--- config.mk ---
export PLATFORM = sky130hd
export DESIGN_NAME = sorted_list_insert_remove_search_unit_flat
export DESIGN_NICKNAME = d
export VERILOG_FILES = /design/src/design/slirs_pkg.sv /design/src/design/slirs_if.sv /design/src/design/slirs_ctrl.sv /design/src/design/slirs_dp.sv /design/src/design/sorted_list_insert_remove_search_unit.sv /design/src/flat_wrapper.sv
export SDC_FILE = /design/constraint.sdc
export NUM_CORES = 1
export LEC_CHECK = 0
export BUFFER_PORTS_ARGS = -buffer_cell sky130_fd_sc_hd__buf_2
export CORE_UTILIZATION = 60
export DETAILED_ROUTE_END_ITERATION = 12
export PLACE_DENSITY = 0.84
export SLEW_MARGIN = 20
export SYNTH_ARGS = -nofsm -noshare
export SYNTH_HDL_FRONTEND = slang
export SYNTH_SLANG_ARGS = --single-unit
export TNS_END_PERCENT = 30
--- constraint.sdc ---
create_clock -name clk -period 4.3 [get_ports clk]
set_input_delay 0 -clock clk [delete_from_list [all_inputs] [get_ports clk]]
set_output_delay 0 -clock clk [all_outputs]
set_load 0.01 [all_outputs]
--- src/design/slirs_pkg.sv ---
// Package for the sorted list unit: field widths, operation and status codes,
// and the command/status structs between controller and datapath.
// Depends on nothing; every other design file uses it by scoped names.
`default_nettype none

package slirs_pkg;

  // Fixed widths of the item fields.
  localparam int unsigned OP_W    = 2;
  localparam int unsigned VAL_W   = 32;
  localparam int unsigned STAT_W  = 2;
  localparam int unsigned POS_W   = 9;
  localparam int unsigned COUNT_W = 9;

  // Default table depth handed to the top level.
  localparam int unsigned DEPTH_DEFAULT = 16;

  // Operation codes.
  localparam logic [OP_W-1:0] OP_INSERT = 2'd0;
  localparam logic [OP_W-1:0] OP_REMOVE = 2'd1;
  localparam logic [OP_W-1:0] OP_SEARCH = 2'd2;

  // Status codes.
  localparam logic [STAT_W-1:0] STAT_DONE      = 2'd0;
  localparam logic [STAT_W-1:0] STAT_NOT_FOUND = 2'd1;
  localparam logic [STAT_W-1:0] STAT_FULL      = 2'd2;

  // Commands from the controller to the datapath.
  typedef struct packed {
    logic load;    // capture the accepted item and set up the scan
    logic rd;      // issue a table read at the scan address
    logic step;    // read data is back: compare, move an entry, advance
    logic finish;  // commit the count and load the result register
  } ctl_cmd_t;

  // Status from the datapath to the controller.
  typedef struct packed {
    logic more;      // the scan still has an entry to visit
    logic out_free;  // the result register can take a new result
  } ctl_sts_t;

endpackage

`default_nettype wire

--- src/design/slirs_if.sv ---
// Handshake channels of the sorted list unit: the request channel and the
// result channel, each with valid, ready and payload. Depends on slirs_pkg.
`default_nettype none

interface slirs_req_if;
  logic                            valid;
  logic                            ready;
  logic [slirs_pkg::OP_W-1:0]      operation;
  logic signed [slirs_pkg::VAL_W-1:0] value;

  modport source (output valid, output operation, output value, input ready);
  modport sink   (input valid, input operation, input value, output ready);
endinterface

interface slirs_rsp_if;
  logic                              valid;
  logic                              ready;
  logic [slirs_pkg::STAT_W-1:0]      status;
  logic [slirs_pkg::POS_W-1:0]       position;
  logic [slirs_pkg::COUNT_W-1:0]     entry_count;

  modport source (output valid, output status, output position, output entry_count,
                  input ready);
  modport sink   (input valid, input status, input position, input entry_count,
                  output ready);
endinterface

`default_nettype wire

--- src/design/slirs_ctrl.sv ---
// Controller of the sorted list unit: sequences accept, table scan and
// result hand-off. Depends on slirs_pkg for the command and status structs.
`default_nettype none

module slirs_ctrl (
  input  wire logic                clk,
  input  wire logic                rst,
  input  wire logic                req_valid,
  output logic                     req_ready,
  input  wire slirs_pkg::ctl_sts_t sts,
  output slirs_pkg::ctl_cmd_t      cmd
);

  localparam logic [1:0] S_IDLE   = 2'd0;
  localparam logic [1:0] S_DECIDE = 2'd1;
  localparam logic [1:0] S_CHECK  = 2'd2;
  localparam logic [1:0] S_FINISH = 2'd3;

  logic [1:0] state;
  logic [1:0] state_next;

  // Next state and commands.
  always_comb begin
    state_next = state;
    cmd        = '0;
    req_ready  = 1'b0;
    case (state)
      S_IDLE: begin
        req_ready = 1'b1;
        if (req_valid) begin
          cmd.load   = 1'b1;
          state_next = S_DECIDE;
        end
      end
      S_DECIDE: begin
        if (sts.more) begin
          cmd.rd     = 1'b1;
          state_next = S_CHECK;
        end else begin
          state_next = S_FINISH;
        end
      end
      S_CHECK: begin
        cmd.step   = 1'b1;
        state_next = S_DECIDE;
      end
      S_FINISH: begin
        if (sts.out_free) begin
          cmd.finish = 1'b1;
          state_next = S_IDLE;
        end
      end
      default: begin
        state_next = S_IDLE;
      end
    endcase
  end

  // State register.
  always_ff @(posedge clk) begin
    if (rst) begin
      state <= S_IDLE;
    end else begin
      state <= state_next;
    end
  end

endmodule

`default_nettype wire

--- src/design/slirs_dp.sv ---
// Datapath of the sorted list unit: the entry table memory, scan index,
// entry count and result register. Depends on slirs_pkg and slirs_if.
`default_nettype none

module slirs_dp #(
  parameter int unsigned DEPTH = slirs_pkg::DEPTH_DEFAULT
) (
  input  wire logic                         clk,
  input  wire logic                         rst,
  input  wire logic [slirs_pkg::OP_W-1:0]   req_operation,
  input  wire logic signed [slirs_pkg::VAL_W-1:0] req_value,
  input  wire slirs_pkg::ctl_cmd_t          cmd,
  output slirs_pkg::ctl_sts_t               sts,
  slirs_rsp_if.source                       rsp
);

  localparam int unsigned AW = (DEPTH > 1) ? $clog2(DEPTH) : 1;
  localparam int unsigned CW = $clog2(DEPTH + 1);

  // Entry table; reads are registered.
  logic signed [slirs_pkg::VAL_W-1:0] mem [DEPTH];
  logic signed [slirs_pkg::VAL_W-1:0] rdata;

  logic [slirs_pkg::OP_W-1:0]         op_r;
  logic signed [slirs_pkg::VAL_W-1:0] val_r;
  logic [CW-1:0]                      idx;
  logic [CW-1:0]                      pos;
  logic [CW-1:0]                      count;
  logic                               found;
  logic                               out_valid;
  logic [slirs_pkg::STAT_W-1:0]       out_status;
  logic [slirs_pkg::POS_W-1:0]        out_pos;
  logic [slirs_pkg::COUNT_W-1:0]      out_count;

  logic [CW-1:0]                      idx_m1;
  logic                               is_ins;
  logic                               is_rem;
  logic                               is_srch;
  logic                               full;
  logic                               less;
  logic                               hit;
  logic [AW-1:0]                      raddr;
  logic                               we;
  logic [AW-1:0]                      waddr;
  logic signed [slirs_pkg::VAL_W-1:0] wdata;
  logic [slirs_pkg::STAT_W-1:0]       status_next;
  logic [CW-1:0]                      pos_next;
  logic [CW-1:0]                      count_next;

  // Operation decode and compares against the entry just read.
  always_comb begin
    idx_m1  = idx - CW'(1);
    is_ins  = (op_r == slirs_pkg::OP_INSERT);
    is_rem  = (op_r == slirs_pkg::OP_REMOVE);
    is_srch = (op_r == slirs_pkg::OP_SEARCH);
    full    = (count == CW'(DEPTH));
    less    = (rdata < val_r);
    hit     = (rdata == val_r);
  end

  // Scan continuation. Insert walks down from the top, shifting entries up;
  // remove walks the whole list, shifting entries down past the match;
  // search stops at the first match.
  always_comb begin
    sts.out_free = !out_valid || rsp.ready;
    if (is_ins) begin
      sts.more = !full && !found && (idx != '0);
    end else if (is_rem) begin
      sts.more = (idx < count);
    end else if (is_srch) begin
      sts.more = !found && (idx < count);
    end else begin
      sts.more = 1'b0;
    end
  end

  // Table read address and write port.
  always_comb begin
    raddr = is_ins ? idx_m1[AW-1:0] : idx[AW-1:0];
    we    = 1'b0;
    waddr = idx[AW-1:0];
    wdata = rdata;
    if (cmd.step) begin
      if (is_ins) begin
        we    = 1'b1;
        waddr = idx[AW-1:0];
        wdata = less ? val_r : rdata;
      end else if (is_rem && found) begin
        we    = 1'b1;
        waddr = idx_m1[AW-1:0];
        wdata = rdata;
      end
    end else if (cmd.finish && is_ins && !full && !found) begin
      // The new value is the smallest: it lands at the bottom.
      we    = 1'b1;
      waddr = '0;
      wdata = val_r;
    end
  end

  always_ff @(posedge clk) begin
    if (we) begin
      mem[waddr] <= wdata;
    end
    if (cmd.rd) begin
      rdata <= mem[raddr];
    end
  end

  // Result of the finished operation.
  always_comb begin
    status_next = slirs_pkg::STAT_NOT_FOUND;
    pos_next    = '0;
    count_next  = count;
    if (is_ins) begin
      if (full) begin
        status_next = slirs_pkg::STAT_FULL;
      end else begin
        status_next = slirs_pkg::STAT_DONE;
        pos_next    = pos;
        count_next  = count + CW'(1);
      end
    end else if ((is_rem || is_srch) && found) begin
      status_next = slirs_pkg::STAT_DONE;
      pos_next    = pos;
      if (is_rem) begin
        count_next = count - CW'(1);
      end
    end
  end

  // Scan registers.
  always_ff @(posedge clk) begin
    if (cmd.load) begin
      op_r  <= req_operation;
      val_r <= req_value;
      found <= 1'b0;
      pos   <= '0;
      idx   <= (req_operation == slirs_pkg::OP_INSERT) ? count : '0;
    end else if (cmd.step) begin
      if (is_ins) begin
        if (less) begin
          found <= 1'b1;
          pos   <= idx;
        end else begin
          idx <= idx_m1;
        end
      end else begin
        if (!found && hit) begin
          found <= 1'b1;
          pos   <= idx;
        end
        idx <= idx + CW'(1);
      end
    end
  end

  // Entry count and result valid.
  always_ff @(posedge clk) begin
    if (rst) begin
      count     <= '0;
      out_valid <= 1'b0;
    end else begin
      if (cmd.finish) begin
        count     <= count_next;
        out_valid <= 1'b1;
      end else if (rsp.ready) begin
        out_valid <= 1'b0;
      end
    end
  end

  // Result payload.
  always_ff @(posedge clk) begin
    if (cmd.finish) begin
      out_status <= status_next;
      out_pos    <= slirs_pkg::POS_W'(pos_next);
      out_count  <= slirs_pkg::COUNT_W'(count_next);
    end
  end

  assign rsp.valid       = out_valid;
  assign rsp.status      = out_status;
  assign rsp.position    = out_pos;
  assign rsp.entry_count = out_count;

endmodule

`default_nettype wire

--- src/design/sorted_list_insert_remove_search_unit.sv ---
// Top level of the sorted list unit: joins the controller and the datapath.
// Depends on slirs_pkg, slirs_if, slirs_ctrl and slirs_dp.
//
//   Channel  Dir  Handshake      Payload
//   req      in   valid/ready    operation[1:0], value[31:0] signed
//   rsp      out  valid/ready    status[1:0], position[8:0], entry_count[8:0]
//
// One item at a time. The result register is loaded in the finish state, and the next item
// can be accepted once the controller is back in its idle state. Table entries are read one
// at a time: for insert, the entries above the insertion point plus the entry just below it
// when there is one; for remove, the whole list; for search, the entries up to and
// including the first match. Each read goes through the single table read port with
// registered read data. Reset clears the entry count; the table needs no clearing.
// A result waits in its register while the next item is accepted, and the next result
// is held in the finish state until that register is free.
`default_nettype none

module sorted_list_insert_remove_search_unit #(
  parameter int unsigned DEPTH = slirs_pkg::DEPTH_DEFAULT
) (
  input  wire logic    clk,
  input  wire logic    rst,
  slirs_req_if.sink    req,
  slirs_rsp_if.source  rsp
);

  slirs_pkg::ctl_cmd_t cmd;
  slirs_pkg::ctl_sts_t sts;

  slirs_ctrl u_ctrl (
    .clk       (clk),
    .rst       (rst),
    .req_valid (req.valid),
    .req_ready (req.ready),
    .sts       (sts),
    .cmd       (cmd)
  );

  slirs_dp #(
    .DEPTH (DEPTH)
  ) u_dp (
    .clk           (clk),
    .rst           (rst),
    .req_operation (req.operation),
    .req_value     (req.value),
    .cmd           (cmd),
    .sts           (sts),
    .rsp           (rsp)
  );

endmodule

`default_nettype wire
--- src/flat_wrapper.sv ---
// flat-port wrapper written by rule: the top's interface ports become plain ports
module sorted_list_insert_remove_search_unit_flat 
#(
  parameter int unsigned DEPTH = slirs_pkg::DEPTH_DEFAULT
)
  (clk, rst, req_valid, req_operation, req_value, req_ready, rsp_valid, rsp_status, rsp_position, rsp_entry_count, rsp_ready);
  slirs_req_if req_i ();
  slirs_rsp_if rsp_i ();
  input  wire logic clk;
  input  wire logic rst;
  input wire logic [$bits(req_i.valid)-1:0] req_valid;
  input wire logic [$bits(req_i.operation)-1:0] req_operation;
  input wire logic [$bits(req_i.value)-1:0] req_value;
  output wire logic [$bits(req_i.ready)-1:0] req_ready;
  output wire logic [$bits(rsp_i.valid)-1:0] rsp_valid;
  output wire logic [$bits(rsp_i.status)-1:0] rsp_status;
  output wire logic [$bits(rsp_i.position)-1:0] rsp_position;
  output wire logic [$bits(rsp_i.entry_count)-1:0] rsp_entry_count;
  input wire logic [$bits(rsp_i.ready)-1:0] rsp_ready;
  assign req_i.valid = req_valid;
  assign req_i.operation = req_operation;
  assign req_i.value = req_value;
  assign req_ready = req_i.ready;
  assign rsp_valid = rsp_i.valid;
  assign rsp_status = rsp_i.status;
  assign rsp_position = rsp_i.position;
  assign rsp_entry_count = rsp_i.entry_count;
  assign rsp_i.ready = rsp_ready;
  sorted_list_insert_remove_search_unit #(.DEPTH(DEPTH)) u_core (.clk(clk), .rst(rst), .req(req_i), .rsp(rsp_i));
endmodule
==> summary.md, run 1 <==
| Metric | Value |
|---|---|
| Synth Area in XOR/XNOR | 0.3794% |
| Antenna Nets Post-Route | 0 |
| Status | complete, no violations |
| Post-synth EDFFs | 595 |
| Total routed wirelength | 62200 um |
| Lkg Pwr | 0.009550 uW |
| Max Root-Sink Buffers | 3 |
| FFs w/ async S/R, synth | 0% |
| RSZ-0062 raised after global routing | no |
| Simple logic cell fraction of the synthesized area | 3.646% |
| Routability cong. | 0.8392 |
| HP Class | input pin to flip-flop |
| Largest net degree at the start of global routing | 52 |
| Critical path class | flip-flop to flip-flop |
| Clock transition at path regs | 0.07 ns |
| Worst Path Arrival | 4.12 ns |
| Clock root cell | clkbuf_16 |
| Routed wire length per instance | 30.21 um |
| IO buf count | 51 |
| Cell taking the most area after synthesis | edfxtp_1 |
| Core ar. | 41850 sq um |
| Post-synthesis instance area | 25400 sq um |
| First-pass GRT wire length | 92630 um |
| VDD IR max | 0.4279 mV |
| CP startpoint kind | flip-flop |
| Seq/Total Area, Yosys | 71.46% |
| Setup violations, final | 0 |
| Worst Tran Pin Value | 1.140 ns |
| Worst-path maximum fanout | 39 |
| Die area | 43150 sq um |
| Avg Cell Area, Syn | 18.97 sq um |
| I/O pin count | 60 |
| Final Instance Count excl. Fillers | 2059 |
| Syn. warnings | 0 |
| Synth top area cells | edfxtp_1 (70%), mux4_2 (14%), ha_1 (2.2%) |
| H-tree Lvls | 2 |
| Total GRT Usage | 29.53% |
| Initial antenna violation count | 0 |
| PD cells | 698.6 nW/um^2 |
| Vias | 14368 |
| Setup TNS | 0 ns |
| Starting DRT DRC Count | 1979 |
| Die X | 207.7 um |
| Fin Clk Skew | 0.01512 ns |
| Area occupied by multi-input gates | 7059 sq um |
| Cell variety after synth | 63 |
| CP endpoint kind | flip-flop |
| FP Rows | 75 |
| Cts bufs inserted | 59 |
| Post-synthesis compound-gate area fraction | 5.824% |
| Layout cells sized above 1 | 27.04% |
| TritonCTS clock tree | yes |
| Largest family of logic cells by synthesized area | multiplexers |
| Placed insts | 1907 |
| Ant. Diodes | 0 |
| Post-Synth Adder-Cell Area | 2.217% |
| Final routed DRC violation total | 0 |
| Register bit total from synthesis | 609 |
| Clock Latency Late Sink | 0.63 ns |
| Synth-to-Final Area Change | 15.10% |
| Gr ovfl total | 0 |
| Number of detailed-route iterations in the first pass | 6 |
| Initial core utilization | 60.68% |
| Fillers | 2419 |
| Cts repair resizes | 0 |
| Die Height | 207.7 um |
| Vias/cell | 6.978 |
| Hold Vio Cnt, Final | 0 |
| Clock Sinks | 609 |
| Total area of sequential cells | 18150 sq um |
| Most used DFF post-synth | edfxtp_1 |
| Maximum clock frequency | 258.3 MHz |
| Mux share of post-synthesis cell area | 14.27% |
| Required @ worst endpoint | 4.55 ns |
| Cell count after synthesis | 1339 |
| Fin crit share | 90.04% |
| Layout Nets | 1554 |
| Max Cap Viol | 0 |
| Detail Placement HPWL | 34310 um |
| Slew Limit Fails | 0 |
| Top-area cell type share of the netlist area | 70.36% |
| Min Tclk post-route | 3.872 ns |
| Slew HR | 24.01% |
| Vias in the first global route | 14490 |
## path summary, 6_finish.rpt
path	depth (start not counted)	startpoint	to	slack, ns
max	8	u_core.u_dp.rdata[11]	u_core.u_dp.idx[4]	0.43
min	2	req_value[0]	u_core.u_dp.val_r[0]	0.1
max reg2reg	8	u_core.u_dp.rdata[11]	u_core.u_dp.idx[4]	0.43
min reg2reg	1	u_core.u_dp.pos[4]	u_core.u_dp.rsp.position[4]	0.55
## kinds of logic (layout without fill, tap and decap cells)
| kind of cell | count (synthesis) | count (layout) |
|---|---|---|
| simple gates | 171 | 171 |
| xor+xnor | 11 | 11 |
| buf+inv | 128 | 302 |
| mux | 162 | 162 |
| other cells | 1 | 8 |
| fa+ha+maj | 45 | 45 |
| flops | 609 | 609 |
| compound gates | 212 | 212 |
## Yosys cell counts (13+ instances only)
cell type  count
buf_1         13
clkbuf_1      32
nand3_1       17
dfxtp_1       14
ha_1          45
and3_1        31
edfxtp_1     595
inv_1         43
a21oi_1       58
nand2_1       24
mux4_2       160
buf_2         27
nor2_1        40
a22oi_1       64
o221ai_1      32
## timing repair
| item | in CTS | in global routing |
|---|---|---|
| hold buffers | 37 | 0 |
| endpoints found under the setup margin | 0 | 64 |
| setup buffers | 0 | 3 |
| endpoints found under the hold margin | 47 | 0 |
## registers in the layout, summed over array words and instances, names as in the netlist
name	cells
u_core.u_dp.found	1
u_core.u_dp.rdata	32
u_core.u_dp.mem	512
u_core.u_dp.count	5
u_core.u_dp.rsp.entry_count	5
u_core.u_dp.op_r	2
u_core.u_dp.idx	5
u_core.u_dp.pos	5
u_core.u_dp.rsp.valid	1
u_core.u_dp.val_r	32
u_core.u_dp.rsp.status	2
u_core.u_ctrl.state	2
u_core.u_dp.rsp.position	5
## worst max-delay path, cell delays in order (launching register included)
cell and delay (ns):
edfxtp_1 0.45, ha_1 0.34, nand2_1 0.07, o21ai_0 0.38, a221oi_2 0.18, nor4b_4 0.41, or3_4 0.69, nor2_1 0.13
a221oi_1 0.83
## final cells by class
type / count / share of cell area (%)
Timing Repair Buffer: 146 / 4.186
Inverter: 46 / 0.5907
Multi-Input combinational cell: 609 / 24.15
Sequential cell: 609 / 62.08
Clock buffer: 68 / 5.239
Clock inverter: 42 / 1.443
Tap cell: 539 / 2.307
## per-stage QoR
step                      utilization, %  setup WS [ns]  instance area (sq um)  total power, uW  hold slack, ns
after floorplan                        -         0.6974                  25420            12870         0.06907
after global placement             63.87         0.6178                  26730            14650          0.1807
after detailed placement           63.89         0.4105                  26740            14940          0.1790
after CTS                          69.44         0.3280                  29060            20260         0.08042
after global routing               69.84         0.2691                  29230            21120         0.09632
final                              69.84         0.4283                  29230            20420         0.09574
## layout by cell type (no fill, tap or decap), drive strengths merged, types with 20 or more instances in the layout
cell type and n:
nor2 41, edfxtp 595, clkbuf 69, inv 48, a21oi 58, nand2 24, o21ai 20, mux4 160
ha 45, clkinv 28, a22oi 64, and3 31, o221ai 32, buf 108, dlygate4sd3 37
## layer usage
metal | wire (um) | vias up | global-route usage (%)
li1 | - | 5834 | -
met1 | 22170 | 7236 | 39.45
met2 | 30400 | 1081 | 47.28
met3 | 6741 | 217 | 6.203
met4 | 2893 | 0 | 13.82
met5 | 0 | - | 0
## report_power, final
part	switching (uW)	internal [uW]	leakage, uW
Combinational	3900	2860	0.00314
Sequential	361	8050	0.00546
Clock	2220	3030	0.000944
Note: power is estimated with default switching activity, not from simulation.
==> run 2: changes to the inputs <==
--- a/config.mk
+++ b/config.mk
@@ -6,9 +6,11 @@
 export NUM_CORES = 1
 export LEC_CHECK = 0
 export BUFFER_PORTS_ARGS = -buffer_cell sky130_fd_sc_hd__buf_2
-export CORE_UTILIZATION = 60
+export CELL_PAD_IN_SITES_DETAIL_PLACEMENT = 0
+export CELL_PAD_IN_SITES_GLOBAL_PLACEMENT = 1
+export CORE_UTILIZATION = 55
 export DETAILED_ROUTE_END_ITERATION = 12
-export PLACE_DENSITY = 0.84
+export PLACE_DENSITY = 0.87
 export SLEW_MARGIN = 20
 export SYNTH_ARGS = -nofsm -noshare
 export SYNTH_HDL_FRONTEND = slang
==> run 2 against run 1 <==
  * Critical path type unchanged
  * Largest power group unchanged
  * Critical path depth is the same
  * Power grew 0.50%
  * Worst setup slack lost 0.20 ns
  * Sequential share of layout area shrank 0.35 points
  * Highest routed layer unchanged
  * First-iteration DRC count shrank 11%
  * Hold slack lost 0.00063 ns
==> summary.md, run 2 (synthesis gave the netlist of run 1 again) <==
| Metric | Value |
|---|---|
| Fillers | 2979 (was 2419) |
| Power, Total | 20520 uW (was 20420 uW) |
| Initial core utilization | 55.84% (was 60.68%) |
| CP startpoint kind | flip-flop (unchanged) |
| Placed insts | 1959 (was 1907) |
| Worst-path maximum fanout | 22 (was 39) |
| Gr ovfl total | 0 (unchanged) |
| Cts bufs inserted | 60 (was 59) |
| Layout cells sized above 1 | 27.15% (was 27.04%) |
| Worst path top cell family by delay | compound AO/OA/AOI/OAI gates (unchanged) |
| PD cells | 698.1 nW/um^2 (was 698.6 nW/um^2) |
| CP endpoint kind | flip-flop (unchanged) |
| HP Class | input pin to flip-flop (unchanged) |
| Min Tclk post-route | 4.073 ns (was 3.872 ns) |
| Fin crit share | 94.73% (was 90.04%) |
| Clock Latency Late Sink | 0.63 ns (about the same) |
| Slew HR | 23.84% (was 24.01%) |
| Slowest-stage cell, CP | nor4_4 (was a221oi_1) |
| Number of detailed-route iterations in the first pass | 5 (was 6) |
| Routability cong. | 0.8120 (was 0.8392) |
| Largest net degree at the start of global routing | 97 (was 52) |
| Dpl ws | 0.3445 ns (was 0.4105 ns) |
| Critical path class | flip-flop to flip-flop (unchanged) |
| Antenna Nets Post-Route | 0 (unchanged) |
| H-tree Lvls | 2 (unchanged) |
| Routed wire length per instance | 28.79 um (was 30.21 um) |
| First-pass GRT wire length | 90090 um (was 92630 um) |
| Post-DP Area | 26780 sq um (was 26740 sq um) |
| IO buf count | 51 (unchanged) |
| Layout Nets | 1545 (was 1554) |
| Slew Limit Fails | 0 (unchanged) |
| Vias in the first global route | 13877 (was 14490) |
| TritonCTS clock tree | yes (unchanged) |
| Clock Sinks | 609 (unchanged) |
| Hold Vio Cnt, Final | 0 (unchanged) |
| Hold Path Origin | req_value[25] (was req_value[0]) |
| Max Root-Sink Buffers | 3 (unchanged) |
| Setup TNS | 0 ns (unchanged) |
| Ant. Diodes | 0 (unchanged) |
| Worst reg2reg startpoint | u_core.u_dp.rdata[9] (was u_core.u_dp.rdata[11]) |
| Worst Tran Pin Value | 1.142 ns (was 1.140 ns) |
| Worst setup path startpoint | u_core.u_dp.rdata[9] (was u_core.u_dp.rdata[11]) |
| Final worst-path setup slack | 0.2267 ns (was 0.4283 ns) |
| Maximum clock frequency | 245.5 MHz (was 258.3 MHz) |
| Die area | 47040 sq um (was 43150 sq um) |
| Fin Clk Skew | 0.02874 ns (was 0.01512 ns) |
| Max reg flops | 512 (unchanged) |
| Biggest regs | u_core.u_dp.mem (512), u_core.u_dp.rdata (32), u_core.u_dp.val_r (32) (unchanged) |
| Synth-to-Final Area Change | 15.75% (was 15.10%) |
| Final routed DRC violation total | 0 (unchanged) |
| Final Instance Count excl. Fillers | 2114 (was 2059) |
| Cell area after layout | 29400 sq um (was 29230 sq um) |
| Lkg Pwr | 0.009582 uW (was 0.009550 uW) |
| Worst Path Arrival | 4.24 ns (was 4.12 ns) |
| Vias | 13984 (was 14368) |
| Total GRT Usage | 26.33% (was 29.53%) |
| RSZ-0062 raised after global routing | no (unchanged) |
| Vias/cell | 6.615 (was 6.978) |
| Slowest stage delay, CP | 0.82 ns (was 0.83 ns) |
| VDD IR max | 0.4608 mV (was 0.4279 mV) |
| Most frequent cells in the layout | edfxtp_1 (595), mux4_2 (160), a22oi_1 (64) (unchanged) |
| Die X | 216.9 um (was 207.7 um) |
| Die Height | 216.9 um (was 207.7 um) |
| Crit-path cells | ha_1 > a21oi_1 > o21ai_0 > a221oi_2 > nor4b_4 > nor4_4 > buf_4 > o221ai_1 (was ha_1 > nand2_1 > o21ai_0 > a221oi_2 > nor4b_4 > or3_4 > nor2_1 > a221oi_1) |
| Clock transition at path regs | 0.07 ns (about the same) |
| Max Cap Viol | 0 (unchanged) |
| Initial antenna violation count | 0 (unchanged) |
| Largest register by flop count | u_core.u_dp.mem (unchanged) |
| Commonest non-fill, non-tap cell in the layout | edfxtp_1 (unchanged) |
| Setup violations, final | 0 (unchanged) |
| Worst Path Buf+Inv | 1 (was 0) |
| I/O pin count | 60 (unchanged) |
| Core ar. | 45480 sq um (was 41850 sq um) |
| Clock root cell | clkbuf_16 (unchanged) |
| Status | complete, no violations (unchanged) |
| Setup Buffers After CTS | 0 (unchanged) |
| Starting DRT DRC Count | 1754 (was 1979) |
| Detail Placement HPWL | 33250 um (was 34310 um) |
| FP Rows | 78 (was 75) |
| Total routed wirelength | 60860 um (was 62200 um) |
| Required @ worst endpoint | 4.46 ns (was 4.55 ns) |
## run 2: per-stage QoR
stage | util, % | hold WS, ns
after floorplan | - | 0.06907
after global placement | 58.88 | 0.1772
after detailed placement | 58.88 | 0.1786
after CTS | 64.30 | 0.06590
after global routing | 64.64 | 0.08913
final | 64.64 | 0.09512
## run 2: worst paths after layout
| kind | to | slack, ns | depth (start not counted) |
|---|---|---|---|
| worst min register to register | u_core.u_ctrl.state[1] | 0.53 | 2 |
| worst max-delay path | u_core.u_dp.mem[8][0] | 0.23 | 8 |
| worst min-delay path | u_core.u_dp.val_r[25] | 0.1 | 2 |
| worst max register to register | u_core.u_dp.mem[8][0] | 0.23 | 8 |
## run 2: where the power goes
| group | switching, uW | internal, uW |
|---|---|---|
| clock | 2240 | 3270 |
| combinational | 3790 | 2820 |
| sequential | 352 | 8050 |
| total | 6380 | 14100 |
## run 2: routing by layer
layer  part of all wire [%]  vias up  GRT usage (%)
met5                      0        -              0
met4                    2.8        0          8.920
met3                    8.8      116          4.808
met2                     49      787          42.44
met1                     39     7260          36.62
li1                       -     5821              -
## run 2: cell type report
| class | count | area [sq um] | share of cell area, % |
|---|---|---|---|
| Multi-Input combinational cell | 609 | 7053 | 23.99 |
| Timing Repair Buffer | 136 | 1189 | 4.044 |
| Inverter | 46 | 172.7 | 0.5874 |
| Clock inverter | 38 | 460.4 | 1.566 |
| Tap cell | 600 | 750.7 | 2.554 |
| Clock buffer | 76 | 1623 | 5.521 |
| Sequential cell | 609 | 18150 | 61.73 |
## run 2: worst register-to-register path: cells and delay by family, from the launching register on
kind,cells,cell delay [ns]
AO/OA/AOI/OAI,4,1.29
buffers and inverters,1,0.54
AND/OR/NAND/NOR,2,0.97
adder cells (fa/ha/maj),1,0.34
flip-flops,1,0.47
## run 2: timing repair
action,in CTS,in global routing
resized for setup,0,0
hold endpoints to repair,47,0
hold buffers,38,0
setup endpoints to repair,0,0
==> run 3: changes to the inputs <==
--- a/config.mk
+++ b/config.mk
@@ -6,6 +6,7 @@
 export NUM_CORES = 1
 export LEC_CHECK = 0
 export BUFFER_PORTS_ARGS = -buffer_cell sky130_fd_sc_hd__buf_2
+export CAP_MARGIN = 20
 export CELL_PAD_IN_SITES_DETAIL_PLACEMENT = 0
 export CELL_PAD_IN_SITES_GLOBAL_PLACEMENT = 1
 export CORE_UTILIZATION = 55
==> constraint.sdc (replaced) <==
create_clock -name clk -period 4.3 [get_ports clk]
set_input_delay 0.43 -clock clk [delete_from_list [all_inputs] [get_ports clk]]
set_output_delay 0.43 -clock clk [all_outputs]
set_load 0.01 [all_outputs]
==> run 3 against run 2 <==
  * Sequential share of layout area up 0.83 points
  * Clock power down 9.4%
  * Die area unchanged
  * Via count down 0.80%
  * Final area down 1.3%
  * Critical path depth unchanged
  * Global-route usage down 0.58 points
  * First-iteration DRC count down 4.4%
  * Register-to-register slack worse by 0.05 ns
  * Sequential cell count unchanged
  * Power down 2.7%
  * Hold slack worse by 0.079 ns
==> summary.md, run 3 (synthesis gave the netlist of run 1 again) <==
| Metric | Value |
|---|---|
| Status | complete, no violations (unchanged) |
| Seq pwr share | 42.0% (was 41.0%) |
| Hold Vio Cnt, Final | 0 (unchanged) |
| R2R Setup Slk | 0.17 ns (was 0.23 ns) |
| Total internal power | 13680 uW (was 14140 uW) |
| Synth-to-Final Area Change | 14.22% (was 15.75%) |
| Vias | 13872 (was 13984) |
| Detail Placement HPWL | 32990 um (was 33250 um) |
| Max reg flops | 512 (unchanged) |
| Critical path class | flip-flop to flip-flop (unchanged) |
| Gr ovfl total | 0 (unchanged) |
| HP Class | input pin to flip-flop (unchanged) |
| Met2 wire len | 28520 um (was 30030 um) |
| Maximum clock frequency | 242.4 MHz (was 245.5 MHz) |
| Slew Limit Fails | 0 (unchanged) |
| Net Sw Frac | 31.52% (was 31.08%) |
| Initial core utilization | 55.84% (unchanged) |
| Placed insts | 1962 (was 1959) |
| Met1 WL | 23400 um (was 23750 um) |
| Worst-path maximum fanout | 22 (unchanged) |
| Routed wire length per instance | 28.40 um (was 28.79 um) |
| Worst Path Arrival | 4.29 ns (was 4.24 ns) |
| Fillers | 3055 (was 2979) |
| Biggest regs | u_core.u_dp.mem (512), u_core.u_dp.rdata (32), u_core.u_dp.val_r (32) (unchanged) |
| Clock Sinks | 609 (unchanged) |
| RSZ-0062 raised after global routing | no (unchanged) |
| Cts bufs inserted | 58 (was 60) |
| Clock Latency Late Sink | 0.63 ns (about the same) |
| Worst reg2reg startpoint | u_core.u_dp.rdata[9] (unchanged) |
| FP Rows | 78 (unchanged) |
| Max layer used | met4 (unchanged) |
| Number of detailed-route iterations in the first pass | 5 (unchanged) |
| Fin Clk Skew | 0.02569 ns (was 0.02874 ns) |
| Largest net degree at the start of global routing | 78 (was 97) |
| Clock root cell | clkbuf_16 (unchanged) |
| CP startpoint kind | flip-flop (unchanged) |
| I/O pin count | 60 (unchanged) |
| Layout Nets | 1529 (was 1545) |
| H-tree Lvls | 2 (unchanged) |
| Final Instance Count excl. Fillers | 2090 (was 2114) |
| Max Root-Sink Buffers | 3 (unchanged) |
| Routability cong. | 0.8010 (was 0.8120) |
| Most frequent cells in the layout | edfxtp_1 (595), mux4_2 (160), a22oi_1 (64) (unchanged) |
| TritonCTS clock tree | yes (unchanged) |
| First-pass GRT wire length | 88100 um (was 90090 um) |
| Comb pwr share | 33.0% (was 32.2%) |
| Clock transition at path regs | 0.06 ns (was 0.07 ns) |
| Commonest non-fill, non-tap cell in the layout | edfxtp_1 (unchanged) |
| Initial antenna violation count | 1 (was 0) |
| Final routed DRC violation total | 0 (unchanged) |
| Max Cap Viol | 0 (unchanged) |
| Worst Hold End | u_core.u_dp.val_r[12] (was u_core.u_dp.val_r[25]) |
| Die area | 47040 sq um (unchanged) |
| Lkg Pwr | 0.009400 uW (was 0.009582 uW) |
| Largest register by flop count | u_core.u_dp.mem (unchanged) |
| Fin crit share | 95.96% (was 94.73%) |
| Setup TNS | 0 ns (unchanged) |
| Min Tclk post-route | 4.126 ns (was 4.073 ns) |
| VDD IR max | 0.4813 mV (was 0.4608 mV) |
| Cells on worst reg2reg path | 8 (unchanged) |
| IO buf count | 51 (unchanged) |
| Hold Path Origin | req_value[12] (was req_value[25]) |
| Worst Tran Pin Value | 1.103 ns (was 1.142 ns) |
| Reg2reg end | u_core.u_dp.mem[5][18] (was u_core.u_dp.mem[8][0]) |
| Sw Pwr | 6295 uW (was 6378 uW) |
| Total GRT Usage | 25.75% (was 26.33%) |
| Met3 wire length | 5728 um (was 5371 um) |
| Antenna Nets Post-Route | 0 (unchanged) |
| Slew HR | 26.44% (was 23.84%) |
| Hold WS | 0.01600 ns (was 0.09512 ns) |
| Hold-critical path depth | 1 (was 2) |
| Total routed wirelength | 59350 um (was 60860 um) |
| Die Height | 216.9 um (unchanged) |
| Cts repair resizes | 0 (unchanged) |
| PD cells | 688.5 nW/um^2 (was 698.1 nW/um^2) |
| Required @ worst endpoint | 4.47 ns (was 4.46 ns) |
| Vias in the first global route | 13718 (was 13877) |
| Layout cells sized above 1 | 27.27% (was 27.15%) |
| CP endpoint kind | flip-flop (unchanged) |
| Setup violations, final | 0 (unchanged) |
| Die X | 216.9 um (unchanged) |
| Core ar. | 45480 sq um (unchanged) |
| Vias/cell | 6.637 (was 6.615) |
| Starting DRT DRC Count | 1677 (was 1754) |
| Clock power share | 25.0% (was 26.9%) |
==> run 3: critical path, stage by stage (launching register included) <==
cell and delay [ns]:
edfxtp_1 0.45, ha_1 0.36, a21oi_1 0.14, o21ai_0 0.13, a221oi_2 0.45, nor4b_4 0.14, nor4_4 0.86, buf_4 0.55
o221ai_1 0.57
==> run 3: final cells by class <==
class	instances	area (sq um)	area share [%]
clock buffers	71	1521	5.245
repair buffers	122	1013	3.494
inverters	46	172.7	0.5952
diodes	1	2.502	0.008627
flip-flops and latches	609	18150	62.56
clock inverters	32	321.6	1.109
multi-input cells	609	7078	24.40
well taps	600	750.7	2.588
==> run 3: power by group through the flow <==
stage	Combinational, uW	Clock, uW	Sequential, uW
after floorplan	4510	0	8360
after global placement	6190	0	8480
after detailed placement	6350	0	8520
after CTS	6430	5040	8400
after global routing	7070	5250	8430
final	6590	4990	8390
==> run 3: timing repair <==
item / CTS / global route
hold buffers: 21 / 0
buffers inserted: 0 / 0
hold endpoints to repair: 21 / 0
==> run 3: layer usage <==
layer	vias to the layer above	GRT usage (%)
li1	5775	-
met1	7197	36.39
met2	795	40.28
met3	105	5.339
met4	0	9.014
met5	-	0
==> run 3: stage by stage <==
step | util (%) | area [sq um] | setup WS, ns | total power (uW)
3_3_place_gp | 58.88 | 26780 | 0.4399 | 14680
4_1_cts | 63.39 | 28830 | 0.3487 | 19870
2_1_floorplan | - | 25420 | 0.6974 | 12870
5_1_grt | 63.78 | 29010 | 0.05819 | 20760
3_5_place_dp | 58.88 | 26780 | 0.3867 | 14870
6_report | 63.78 | 29010 | 0.1739 | 19970
==> run 3: worst max-delay path by stage <==
stage	start	to	slack (ns)	depth (start not counted)
detailed placement	u_core.u_dp.rdata[9]	u_core.u_dp.mem[10][7]	0.39	8
global placement	u_core.u_dp.rdata[9]	u_core.u_dp.mem[10][5]	0.44	8
CTS	u_core.u_dp.rdata[9]	u_core.u_dp.mem[9][5]	0.35	8
finish	u_core.u_dp.rdata[9]	u_core.u_dp.mem[5][18]	0.17	8
global route	u_core.u_dp.rdata[9]	u_core.u_dp.mem[5][18]	0.06	8
floorplan	u_core.u_dp.count[0]	u_core.u_dp.mem[0][0]	0.70	9
